[src/rtl/psht_pkg.sv]
// psht_pkg: shared types and constants of the polled station health tracker
// request and response payload structs, status byte layout, function and event codes
// no dependencies
package psht_pkg;

   localparam int STATIONS_DEFAULT = 128;
   localparam int ST_W             = 7;

   typedef enum logic [1:0] {
      FUNC_PREPARE = 2'd0,
      FUNC_OUTCOME = 2'd1,
      FUNC_LOAD    = 2'd2
   } func_type;

   typedef enum logic [1:0] {
      EV_NONE       = 2'd0,
      EV_STATION    = 2'd1,
      EV_LINE_FAULT = 2'd2
   } event_kind_type;

   localparam logic [4:0] LEN_OK        = 5'd2;
   localparam logic [4:0] LEN_EVENT     = 5'd4;
   localparam logic [2:0] CNT_MAX       = 3'd7;
   localparam logic [7:0] FAULT_B1      = 8'hC0;
   localparam logic [7:0] FAULT_B2      = 8'hFF;

   typedef struct packed {
      logic       active;
      logic       ack;
      logic [2:0] cnt1;
      logic [2:0] cnt0;
   } entry_type;

   typedef struct packed {
      func_type         func;
      logic [ST_W-1:0]  station;
      logic             line;
      logic [4:0]       reply_len;
      logic [ST_W-1:0]  reply_addr;
      logic [7:0]       reply_b1;
      logic [7:0]       reply_b2;
      logic [7:0]       entry_value;
   } req_type;

   typedef struct packed {
      logic [7:0]       status;
      logic [7:0]       poll_header;
      logic             needs_reset;
      event_kind_type   event_kind;
      logic [7:0]       event_b1;
      logic [7:0]       event_b2;
      logic             fault_line;
      logic             dropped;
   } rsp_type;

endpackage

[src/rtl/psht_table.sv]
// psht_table: station status memory with registered read, per-entry valid bits
// and write-to-read forwarding for a write and read at the same edge
// depends on psht_pkg
module psht_table #(
   parameter int STATIONS = psht_pkg::STATIONS_DEFAULT
) (
   input  logic                       clock,
   input  logic                       reset,
   input  logic                       rd_en,
   input  logic [psht_pkg::ST_W-1:0]  rd_addr,
   input  logic                       wr_en,
   input  logic [psht_pkg::ST_W-1:0]  wr_addr,
   input  psht_pkg::entry_type        wr_data,
   output psht_pkg::entry_type        rd_data
);

   localparam int IDX_W = $clog2(STATIONS);

   psht_pkg::entry_type  mem [STATIONS];
   logic [STATIONS-1:0]  valid_ff;
   logic [STATIONS-1:0]  valid_in;

   psht_pkg::entry_type  rd_mem_ff;
   psht_pkg::entry_type  fwd_data_ff;
   logic                 rd_valid_ff;
   logic                 rd_valid_in;
   logic                 fwd_ff;
   logic                 fwd_in;

   logic                 rd_hit;
   logic                 wr_hit;
   logic [IDX_W-1:0]     rd_idx;
   logic [IDX_W-1:0]     wr_idx;
   logic                 do_write;

   assign rd_hit   = {1'b0, rd_addr} < 8'(STATIONS);
   assign wr_hit   = {1'b0, wr_addr} < 8'(STATIONS);
   assign rd_idx   = rd_addr[IDX_W-1:0];
   assign wr_idx   = wr_addr[IDX_W-1:0];
   assign do_write = wr_en && wr_hit;

   always_comb begin
      valid_in = valid_ff;
      if (do_write) begin
         valid_in[wr_idx] = 1'b1;
      end
   end

   assign rd_valid_in = rd_en ? (rd_hit && valid_ff[rd_idx]) : rd_valid_ff;
   assign fwd_in      = rd_en ? (do_write && (rd_addr == wr_addr)) : fwd_ff;

   always_ff @(posedge clock) begin
      if (do_write) begin
         mem[wr_idx] <= wr_data;
      end
   end

   always_ff @(posedge clock) begin
      if (rd_en) begin
         rd_mem_ff   <= mem[rd_idx];
         fwd_data_ff <= wr_data;
      end
   end

   always_ff @(posedge clock) begin
      if (reset) begin
         valid_ff    <= '0;
         rd_valid_ff <= 1'b0;
         fwd_ff      <= 1'b0;
      end else begin
         valid_ff    <= valid_in;
         rd_valid_ff <= rd_valid_in;
         fwd_ff      <= fwd_in;
      end
   end

   always_comb begin
      if (fwd_ff) begin
         rd_data = fwd_data_ff;
      end else if (rd_valid_ff) begin
         rd_data = rd_mem_ff;
      end else begin
         rd_data = '0;
      end
   end

endmodule

[src/rtl/psht_update.sv]
// psht_update: per-request status update, poll header and event classification
// purely combinational, sits between the request register and the response register
// depends on psht_pkg
module psht_update #(
   parameter int STATIONS = psht_pkg::STATIONS_DEFAULT
) (
   input  psht_pkg::req_type    req,
   input  psht_pkg::entry_type  entry,
   input  logic                 independent_lines,
   output psht_pkg::rsp_type    rsp,
   output logic                 wr_en,
   output psht_pkg::entry_type  wr_data
);

   logic                 in_range;
   logic                 good;
   logic                 clr1;
   logic                 clr0;
   psht_pkg::entry_type  upd;
   psht_pkg::entry_type  loaded;

   assign in_range = {1'b0, req.station} < 8'(STATIONS);
   assign good     = (req.reply_addr == req.station) &&
                     ((req.reply_len == psht_pkg::LEN_OK) ||
                      (req.reply_len == psht_pkg::LEN_EVENT));
   assign clr1     = (req.line || independent_lines) && (entry.cnt1 != psht_pkg::CNT_MAX);
   assign clr0     = (!req.line || independent_lines) && (entry.cnt0 != psht_pkg::CNT_MAX);
   assign loaded   = psht_pkg::entry_type'(req.entry_value);

   always_comb begin
      rsp     = '0;
      wr_en   = 1'b0;
      upd     = entry;
      wr_data = entry;
      case (req.func)
         psht_pkg::FUNC_PREPARE: begin
            rsp.status = entry;
            if (entry.active) begin
               rsp.poll_header = {entry.ack, req.station};
            end else begin
               rsp.poll_header = {1'b0, req.station};
               rsp.needs_reset = 1'b1;
            end
         end
         psht_pkg::FUNC_OUTCOME: begin
            if (entry.active) begin
               wr_en = 1'b1;
               if (good) begin
                  upd.ack = ~entry.ack;
                  if (clr1) begin
                     upd.cnt1 = '0;
                  end
                  if (clr0) begin
                     upd.cnt0 = '0;
                  end
                  if (req.reply_len == psht_pkg::LEN_EVENT) begin
                     rsp.event_kind = psht_pkg::EV_STATION;
                     rsp.event_b1   = req.reply_b1;
                     rsp.event_b2   = req.reply_b2;
                  end
               end else begin
                  if (req.line) begin
                     if (entry.cnt1 != psht_pkg::CNT_MAX) begin
                        upd.cnt1 = entry.cnt1 + 3'd1;
                        if (entry.cnt1 == psht_pkg::CNT_MAX - 3'd1) begin
                           rsp.event_kind = psht_pkg::EV_LINE_FAULT;
                           rsp.event_b1   = psht_pkg::FAULT_B1;
                           rsp.event_b2   = psht_pkg::FAULT_B2;
                           rsp.fault_line = 1'b1;
                        end
                     end
                  end else begin
                     if (entry.cnt0 != psht_pkg::CNT_MAX) begin
                        upd.cnt0 = entry.cnt0 + 3'd1;
                        if (entry.cnt0 == psht_pkg::CNT_MAX - 3'd1) begin
                           rsp.event_kind = psht_pkg::EV_LINE_FAULT;
                           rsp.event_b1   = psht_pkg::FAULT_B1;
                           rsp.event_b2   = psht_pkg::FAULT_B2;
                        end
                     end
                  end
                  if ((upd.cnt1 == psht_pkg::CNT_MAX) && (upd.cnt0 == psht_pkg::CNT_MAX)) begin
                     upd         = '0;
                     rsp.dropped = 1'b1;
                  end
               end
            end
            wr_data    = upd;
            rsp.status = upd;
         end
         psht_pkg::FUNC_LOAD: begin
            wr_en      = 1'b1;
            wr_data    = loaded;
            rsp.status = in_range ? req.entry_value : 8'h00;
         end
         default: begin
            rsp.status = entry;
         end
      endcase
   end

endmodule

[src/rtl/polled_station_health_tracker_unit.sv]
// polled_station_health_tracker_unit: top level of the polled station health tracker
// request register, status table, update logic and response register
// depends on psht_pkg, psht_table, psht_update
//
//   channel  | handshake             | payload
//   ---------+-----------------------+------------------------------
//   request  | req_valid / req_stall | req_data (psht_pkg::req_type)
//   response | rsp_valid / rsp_stall | rsp_data (psht_pkg::rsp_type)
//   config   | csr_write             | csr_data (independent_lines)
//
// one request per cycle sustained while the response side is not stalled
// request register, then combinational update, then response register
// synchronous reset clears all entry valid bits at once, no clearing pass
// a held response stalls the request side once the request register is also full
module polled_station_health_tracker_unit #(
   parameter int STATIONS = psht_pkg::STATIONS_DEFAULT
) (
   input  logic               clock,
   input  logic               reset,
   input  logic               req_valid,
   output logic               req_stall,
   input  psht_pkg::req_type  req_data,
   output logic               rsp_valid,
   input  logic               rsp_stall,
   output psht_pkg::rsp_type  rsp_data,
   input  logic               csr_write,
   input  logic               csr_data
);

   logic                 indep_ff;
   logic                 indep_in;
   logic                 s1_valid_ff;
   logic                 s1_valid_in;
   psht_pkg::req_type    s1_req_ff;
   logic                 rsp_valid_ff;
   logic                 rsp_valid_in;
   psht_pkg::rsp_type    rsp_data_ff;

   logic                 accept;
   logic                 s1_adv;
   logic                 tbl_wr_en;
   psht_pkg::entry_type  tbl_rd_data;
   psht_pkg::entry_type  upd_wr_data;
   logic                 upd_wr_en;
   psht_pkg::rsp_type    upd_rsp;

   assign s1_adv    = !rsp_valid_ff || !rsp_stall;
   assign req_stall = s1_valid_ff && !s1_adv;
   assign accept    = req_valid && !req_stall;
   assign tbl_wr_en = s1_valid_ff && s1_adv && upd_wr_en;

   assign indep_in     = csr_write ? csr_data : indep_ff;
   assign s1_valid_in  = accept ? 1'b1 : (s1_adv ? 1'b0 : s1_valid_ff);
   assign rsp_valid_in = s1_adv ? s1_valid_ff : 1'b1;

   psht_table #(
      .STATIONS (STATIONS)
   ) u_table (
      .clock   (clock),
      .reset   (reset),
      .rd_en   (accept),
      .rd_addr (req_data.station),
      .wr_en   (tbl_wr_en),
      .wr_addr (s1_req_ff.station),
      .wr_data (upd_wr_data),
      .rd_data (tbl_rd_data)
   );

   psht_update #(
      .STATIONS (STATIONS)
   ) u_update (
      .req               (s1_req_ff),
      .entry             (tbl_rd_data),
      .independent_lines (indep_ff),
      .rsp               (upd_rsp),
      .wr_en             (upd_wr_en),
      .wr_data           (upd_wr_data)
   );

   always_ff @(posedge clock) begin
      if (reset) begin
         indep_ff     <= 1'b0;
         s1_valid_ff  <= 1'b0;
         rsp_valid_ff <= 1'b0;
      end else begin
         indep_ff     <= indep_in;
         s1_valid_ff  <= s1_valid_in;
         rsp_valid_ff <= rsp_valid_in;
      end
   end

   always_ff @(posedge clock) begin
      if (accept) begin
         s1_req_ff <= req_data;
      end
      if (s1_adv && s1_valid_ff) begin
         rsp_data_ff <= upd_rsp;
      end
   end

   assign rsp_valid = rsp_valid_ff;
   assign rsp_data  = rsp_data_ff;

   // stall only with both registers full
   a_stall_full: assert property (@(posedge clock) disable iff (reset)
      req_stall |-> (s1_valid_ff && rsp_valid_ff))
      else $error("request stalled with a free register");

   a_drop_zero: assert property (@(posedge clock) disable iff (reset)
      (rsp_valid && rsp_data.dropped) |-> (rsp_data.status == 8'h00))
      else $error("dropped entry not cleared");

   a_reset_inactive: assert property (@(posedge clock) disable iff (reset)
      (rsp_valid && rsp_data.needs_reset) |-> !rsp_data.status[7])
      else $error("reset flagged for an active station");

   a_fault_bytes: assert property (@(posedge clock) disable iff (reset)
      (rsp_valid && (rsp_data.event_kind == psht_pkg::EV_LINE_FAULT)) |->
      ((rsp_data.event_b1 == psht_pkg::FAULT_B1) && (rsp_data.event_b2 == psht_pkg::FAULT_B2)))
      else $error("line fault with wrong event bytes");

endmodule
[config.mk]
export PLATFORM = sky130hd
export DESIGN_NAME = polled_station_health_tracker_unit
export DESIGN_NICKNAME = d
export VERILOG_FILES = /design/src/rtl/psht_pkg.sv /design/src/rtl/psht_table.sv /design/src/rtl/psht_update.sv /design/src/rtl/polled_station_health_tracker_unit.sv
export SDC_FILE = /design/constraint.sdc
export NUM_CORES = 1
export LEC_CHECK = 0
export BUFFER_PORTS_ARGS = -buffer_cell sky130_fd_sc_hd__buf_2
export CAP_MARGIN = 15
export CORE_ASPECT_RATIO = 0.6
export CORE_MARGIN = 2
export CORE_UTILIZATION = 29
export DETAILED_ROUTE_END_ITERATION = 7
export PLACE_DENSITY_LB_ADDON = 0.08
export RECOVER_POWER = 25
export SETUP_SLACK_MARGIN = 0.15
export SLEW_MARGIN = 20
export SYNTH_ARGS = -nofsm -noshare
export SYNTH_HDL_FRONTEND = slang
export SYNTH_SLANG_ARGS = --single-unit
[constraint.sdc]
create_clock -name clock -period 16.5 [get_ports clock]
set_input_delay 2.475 -clock clock [delete_from_list [all_inputs] [get_ports clock]]
set_output_delay 2.475 -clock clock [all_outputs]
set_load 0.01 [all_outputs]
Yosys cells after proc, flatten, opt, wreduce, memory -nomap -nowiden
Memory sizes are Yosys's and may differ from the RTL's. A register that Yosys moved wholly into a read port is not among the register bits.
Index checks and enable logic that the tools add are counted.
{"block": "word_totals", "register_bits": 224, "ram_bits": 1024, "output_inout_bits": 39, "wordCells": 115, "n_memories": 1}
{"name": "u_table.mem", "words": 128, "width": 8, "rd": 1, "rd_ports_with_merged_regs": 1, "wr": 1, "line": "psht_table.sv:19", "text": "psht_pkg::entry_type mem [STATIONS];"}
{"block": "classes", "n_addsub": 2, "n_lt_le_gt_ge": 3, "eq_ne": 12, "mux": 39, "bitwise_logic": 6, "reduce_logical": 25}
{"cell": "$or A128 B128 Y128", "count": 1}
{"cell": "$mux W18", "count": 4}
{"cell": "$mux W19", "count": 2}
{"cell": "$mux W3", "count": 12}
{"cell": "$mux W8", "count": 4}
{"cell": "$mux W17", "count": 1}
{"cell": "$lt A7 B8 Y1 const B", "count": 2}
{"cell": "$pmux W8 S2", "count": 1}
{"cell": "$eq A7 B7 Y1", "count": 2}
{"cell": "$eq A3 B3 Y1 const B", "count": 4}
{"cell": "$mux W1", "count": 11}
{"cell": "$logic_and A1 B1 Y1", "count": 10}
{"cell": "$bmux W1 S7", "count": 1}
{"cell": "$demux W1 S7", "count": 1}
{"cell": "$ge A7 B1 Y1 const B", "count": 1}
{"cell": "$mux W7", "count": 1}
{"cell": "$add A3 B1 Y3 const B", "count": 2}
{"cell": "$ne A3 B3 Y1 const B", "count": 2}
{"cell": "$eq A5 B2 Y1 const B", "count": 1}
{"cell": "$eq A5 B3 Y1 const B", "count": 1}
{"cell": "$logic_not A1 Y1", "count": 5}
{"cell": "$not A1 Y1", "count": 5}
{"cell": "$reduce_or A5 Y1", "count": 1}
{"cell": "$logic_or A1 B1 Y1", "count": 4}
{"cell": "7 further kinds", "count": 8}

Logic depth before layout (Yosys ltp)
{"block": "logic_depth", "word_depth": 14, "mapped_depth": 13}

By module
From an unflattened synthesis, not the netlist that was laid out.
{"block": "hier_totals", "hier_cells": 2428, "hier_area_um2": 48584.1}
{"mod": "psht_table", "instances": 1, "cells_per_inst": 2168, "area_per_inst_um2": 44895.6}
{"mod": "polled_station_health_tracker_unit", "instances": 1, "cells_per_inst": 97, "area_per_inst_um2": 2613.8}
{"mod": "psht_update", "instances": 1, "cells_per_inst": 163, "area_per_inst_um2": 1074.8}

Worst setup path after synthesis
Ideal clock, no wire load.
{"block": "synth_path", "kind": "reg2reg", "start": "register u_table.fwd_ff", "end": "register rsp_data_ff, in the netlist rsp_data[30] (data pin)", "setup_time_ns": 1.212, "arrival_time_ns": 7.098, "slack_ns": 8.189, "stages_incl_launch_ff": 12, "cell_sequence": "dfxtp_1 -> buf_2 -> clkbuf_1 -> o21ai_0 -> ha_1 -> nor2_1 -> nand3_1 -> a211oi_1 -> o211ai_1 -> buf_2 -> o21ai_0 -> o21ai_0"}
{"item": "from (decl)", "line": "psht_table.sv:27", "text": "logic fwd_ff;"}
{"item": "from (signal assigned)", "line": "psht_table.sv:73", "text": "fwd_ff <= fwd_in;"}
{"item": "to (signal assigned)", "line": "polled_station_health_tracker_unit.sv:97", "text": "rsp_data_ff <= upd_rsp;"}
{"item": "to (decl)", "line": "polled_station_health_tracker_unit.sv:37", "text": "psht_pkg::rsp_type rsp_data_ff;"}

==> impl_metrics.ini <==
[status]
status = finished, violations left
violations = capacitance limit, slew limit

[floorplanning]
chipHeight_um = 322
row_cnt = 116
die_width_um = 534
fp.coreArea_mm2 = 0.167
fp.dieArea_mm2 = 0.172
ioPinCount = 91
start_util_pct = 29.2

[placed_design]
place.detailed.hpwl_um = 88800
port_buffers = 90
gp_congestion = 0.757

[power]
power_density_mw_per_mm2 = 122
peak_supply_drop_mv = 0.0610
total_leakage_power_uw = 0.0174

[drt]
detailroute.via_count = 25000
avgViaCountPerCell = 5.03
antenna_left = 0
totalWireLength_um = 141000
route.detailed.wl_per_inst_um = 28.4
first_pass_iters = 5
drcViolationCount = 0
drt_iter0_markers = 2821

[synthesis]
synth_cells = 2486
mappedNetlistArea_mm2 = 0.0488
synth_flop_cell = edfxtp_1
synth_top_area_share_pct = 69.1
synth-edff-count = 1123
post_synth.cell_area_avg_um2 = 19.6
yosys.cell_types.count = 62
syn-num-nets = 2543
postSynth.asyncResetShare_pct = 0
synth.yosys.seq_area_share_pct = 74.5
netlist_top_cells_area = edfxtp_1 69%, mux4_2 16%, dfxtp_1 5.5%, nor2_1 2.2%, a21oi_1 1.5%
ys_seq_elements = 1256
synth_area_leader_cell = edfxtp_1
synth-warning-count = 0

[clocking]
h-tree-depth = 4
clkTransAtPathRegs_ps = 60
cts_root_buffer = clkbuf_16
max-clock-path-buffers = 3
post_cts_resized = 0
tritoncts_clock_tree = yes
clock_sink_count = 1256
cts_inserted_buffers = 130
post_cts_setup_repair_bufs = 0
clk-insertion-delay-late_ps = 770
holdBufCountCts = 0

[timing]
max_slew.worst_pin.slew_ps = 5760
timing.clock.skew_ps = 31.6
setup_viol_count_final = 0
finalWorstPathRequiredPeriod_ps = 9610
setup-tns-final_ps = 0
slew_violations = 713
period_share_pct = 58.2
timing.hold.ws_ps = 463
timing.max_slew.rel_slack_pct = -284
rsz0062_at_grt = no
hold_viol_final = 0
fmax_mhz = 104

[critical_path]
cp.required_ps = 16980
critical_path_arrival_ps = 10090
reg_to_reg_critical_path_endpoint = u_table.mem[95][7]
worst_reg2reg_setup_slack_ps = 9920
rr_startpoint = u_table.fwd_ff
crit_fanout = 77
worst_r2r_path_depth = 9
start_kind = input pin
timing_worst_setup_path_type = input pin to register
timing.critical_path.to_type = register

[hold_path]
hp-start = u_table.valid_ff[56]
hold_path_end = u_table.valid_ff[56]
hp-class = register to register
timing.hold.worst_path_depth = 2

[global_route]
pin_count_of_the_biggest_net_entering_global_routing = 111
grt_pass1_vias = 25300
wire_length_of_the_first_global_routing_pass_um = 199000
antenna_found_initial = 17
globalRouteTotalUtil_pct = 16.4
grt.overflow.total = 0

[final_layout]
design.final.nets = 2679
area_delta_synth_final_pct = 14.5
layout.cells.most_common = edfxtp_1
layout_common_cells = 1,123 x edfxtp_1, 350 x mux4_2, 285 x nor2_1
final_layout_size_suffix_gt1_share_pct = 23.2

[job]
number_of_maximum_capacitance_constraint_violations = 18
[cells by family after synthesis]
family | Yosys count | share of synthesized area, %
AOI/OAI and AO/OA | 257 | 3.11
and+or+nand+nor | 434 | 4.01
muxes | 355 | 16.3
adders and majority gates | 5 | 0.128
DFF | 1256 | 74.5
buffers and inverters | 164 | 1.68
xor gates and xnor gates | 15 | 0.269
[report_power, final]
part	internal, uW	switching [uW]
clock network	1680	1260
registers	3500	16.6
logic	116	236
[worst max-delay path by stage]
stage,slack (ps),start,depth (start not counted),end
after floorplan,8190,u_table.fwd_ff,11,rsp_data[30]
after global placement,9850,req_data[37],7,u_table.rd_mem_ff[1]
after detailed placement,9770,req_data[37],7,u_table.rd_mem_ff[0]
after CTS,10610,req_data[37],7,u_table.rd_mem_ff[0]
after global routing,6470,req_data[38],7,u_table.rd_mem_ff[0]
final,6890,req_data[38],7,u_table.rd_mem_ff[0]
[critical path, cell delays in order]
cell      delay, ps
clkbuf_1       3940
buf_4          1150
buf_4           740
mux4_2          440
mux4_2          480
o22ai_1         490
nor4_1           90
[per-stage QoR]
| step | total power, uW | worst slack, ps | util, % | instance area [um^2] | instances |
|---|---|---|---|---|---|
| final | 6800 | 6890 | 33.5 | 55900 | 4966 |
| after global routing | 7030 | 6470 | 33.5 | 55900 | 4962 |
| after CTS | 6890 | 10610 | 33.6 | 56100 | 4961 |
| after detailed placement | 3940 | 9770 | 31.1 | 51900 | 4732 |
| after global placement | 3930 | 9850 | 31.1 | 51900 | 4732 |
| after floorplan | 3780 | 8190 | - | 48800 | 2486 |
[cell type report]
class	count	area, um^2
antenna	5	12.5
clock buffer	170	3570
clock inverter	59	556
fill	15800	111000
inverter	14	52.6
multi-input combinational	1066	11700
sequential	1256	36400
tap	2242	2810
timing repair buffer	154	857
[cells in the mapped netlist (5+ instances only)]
cell type and count:
o22ai_1 33, a22oi_1 17, nor3_1 13, and2_1 18, nor2b_1 9, ha_1 5
nand4_1 5, edfxtp_1 1123, dfxtp_1 133, buf_6 11, o211ai_1 9, a21oi_1 145
nand2_1 37, clkbuf_1 66, xor2_1 11, nand3b_1 8, mux4_2 350, o21ai_0 13
buf_2 27, nor4_1 12, a21o_1 10, buf_4 24, inv_1 14, nand3_1 16
buf_1 22, nor2_1 285
[flip-flops by register name, summed over array words and instances (netlist names)]
name                 count
u_table.rd_valid_ff      1
u_table.fwd_ff           1
u_table.rd_mem_ff        8
s1_valid_ff              1
rsp_valid                1
indep_ff                 1
rsp_data                37
u_table.fwd_data_ff      8
s1_req_ff               46
u_table.valid_ff       128
u_table.mem           1024
[layer usage]
layer	wire, um	global-route usage (%)	vias to the layer above
met5	7	0.224	-
met4	2560	4.18	2
met3	11000	4.62	164
met2	57500	22.3	832
met1	70200	25.3	13600
li1	-	-	10400
(Power assumes the default switching activity.)
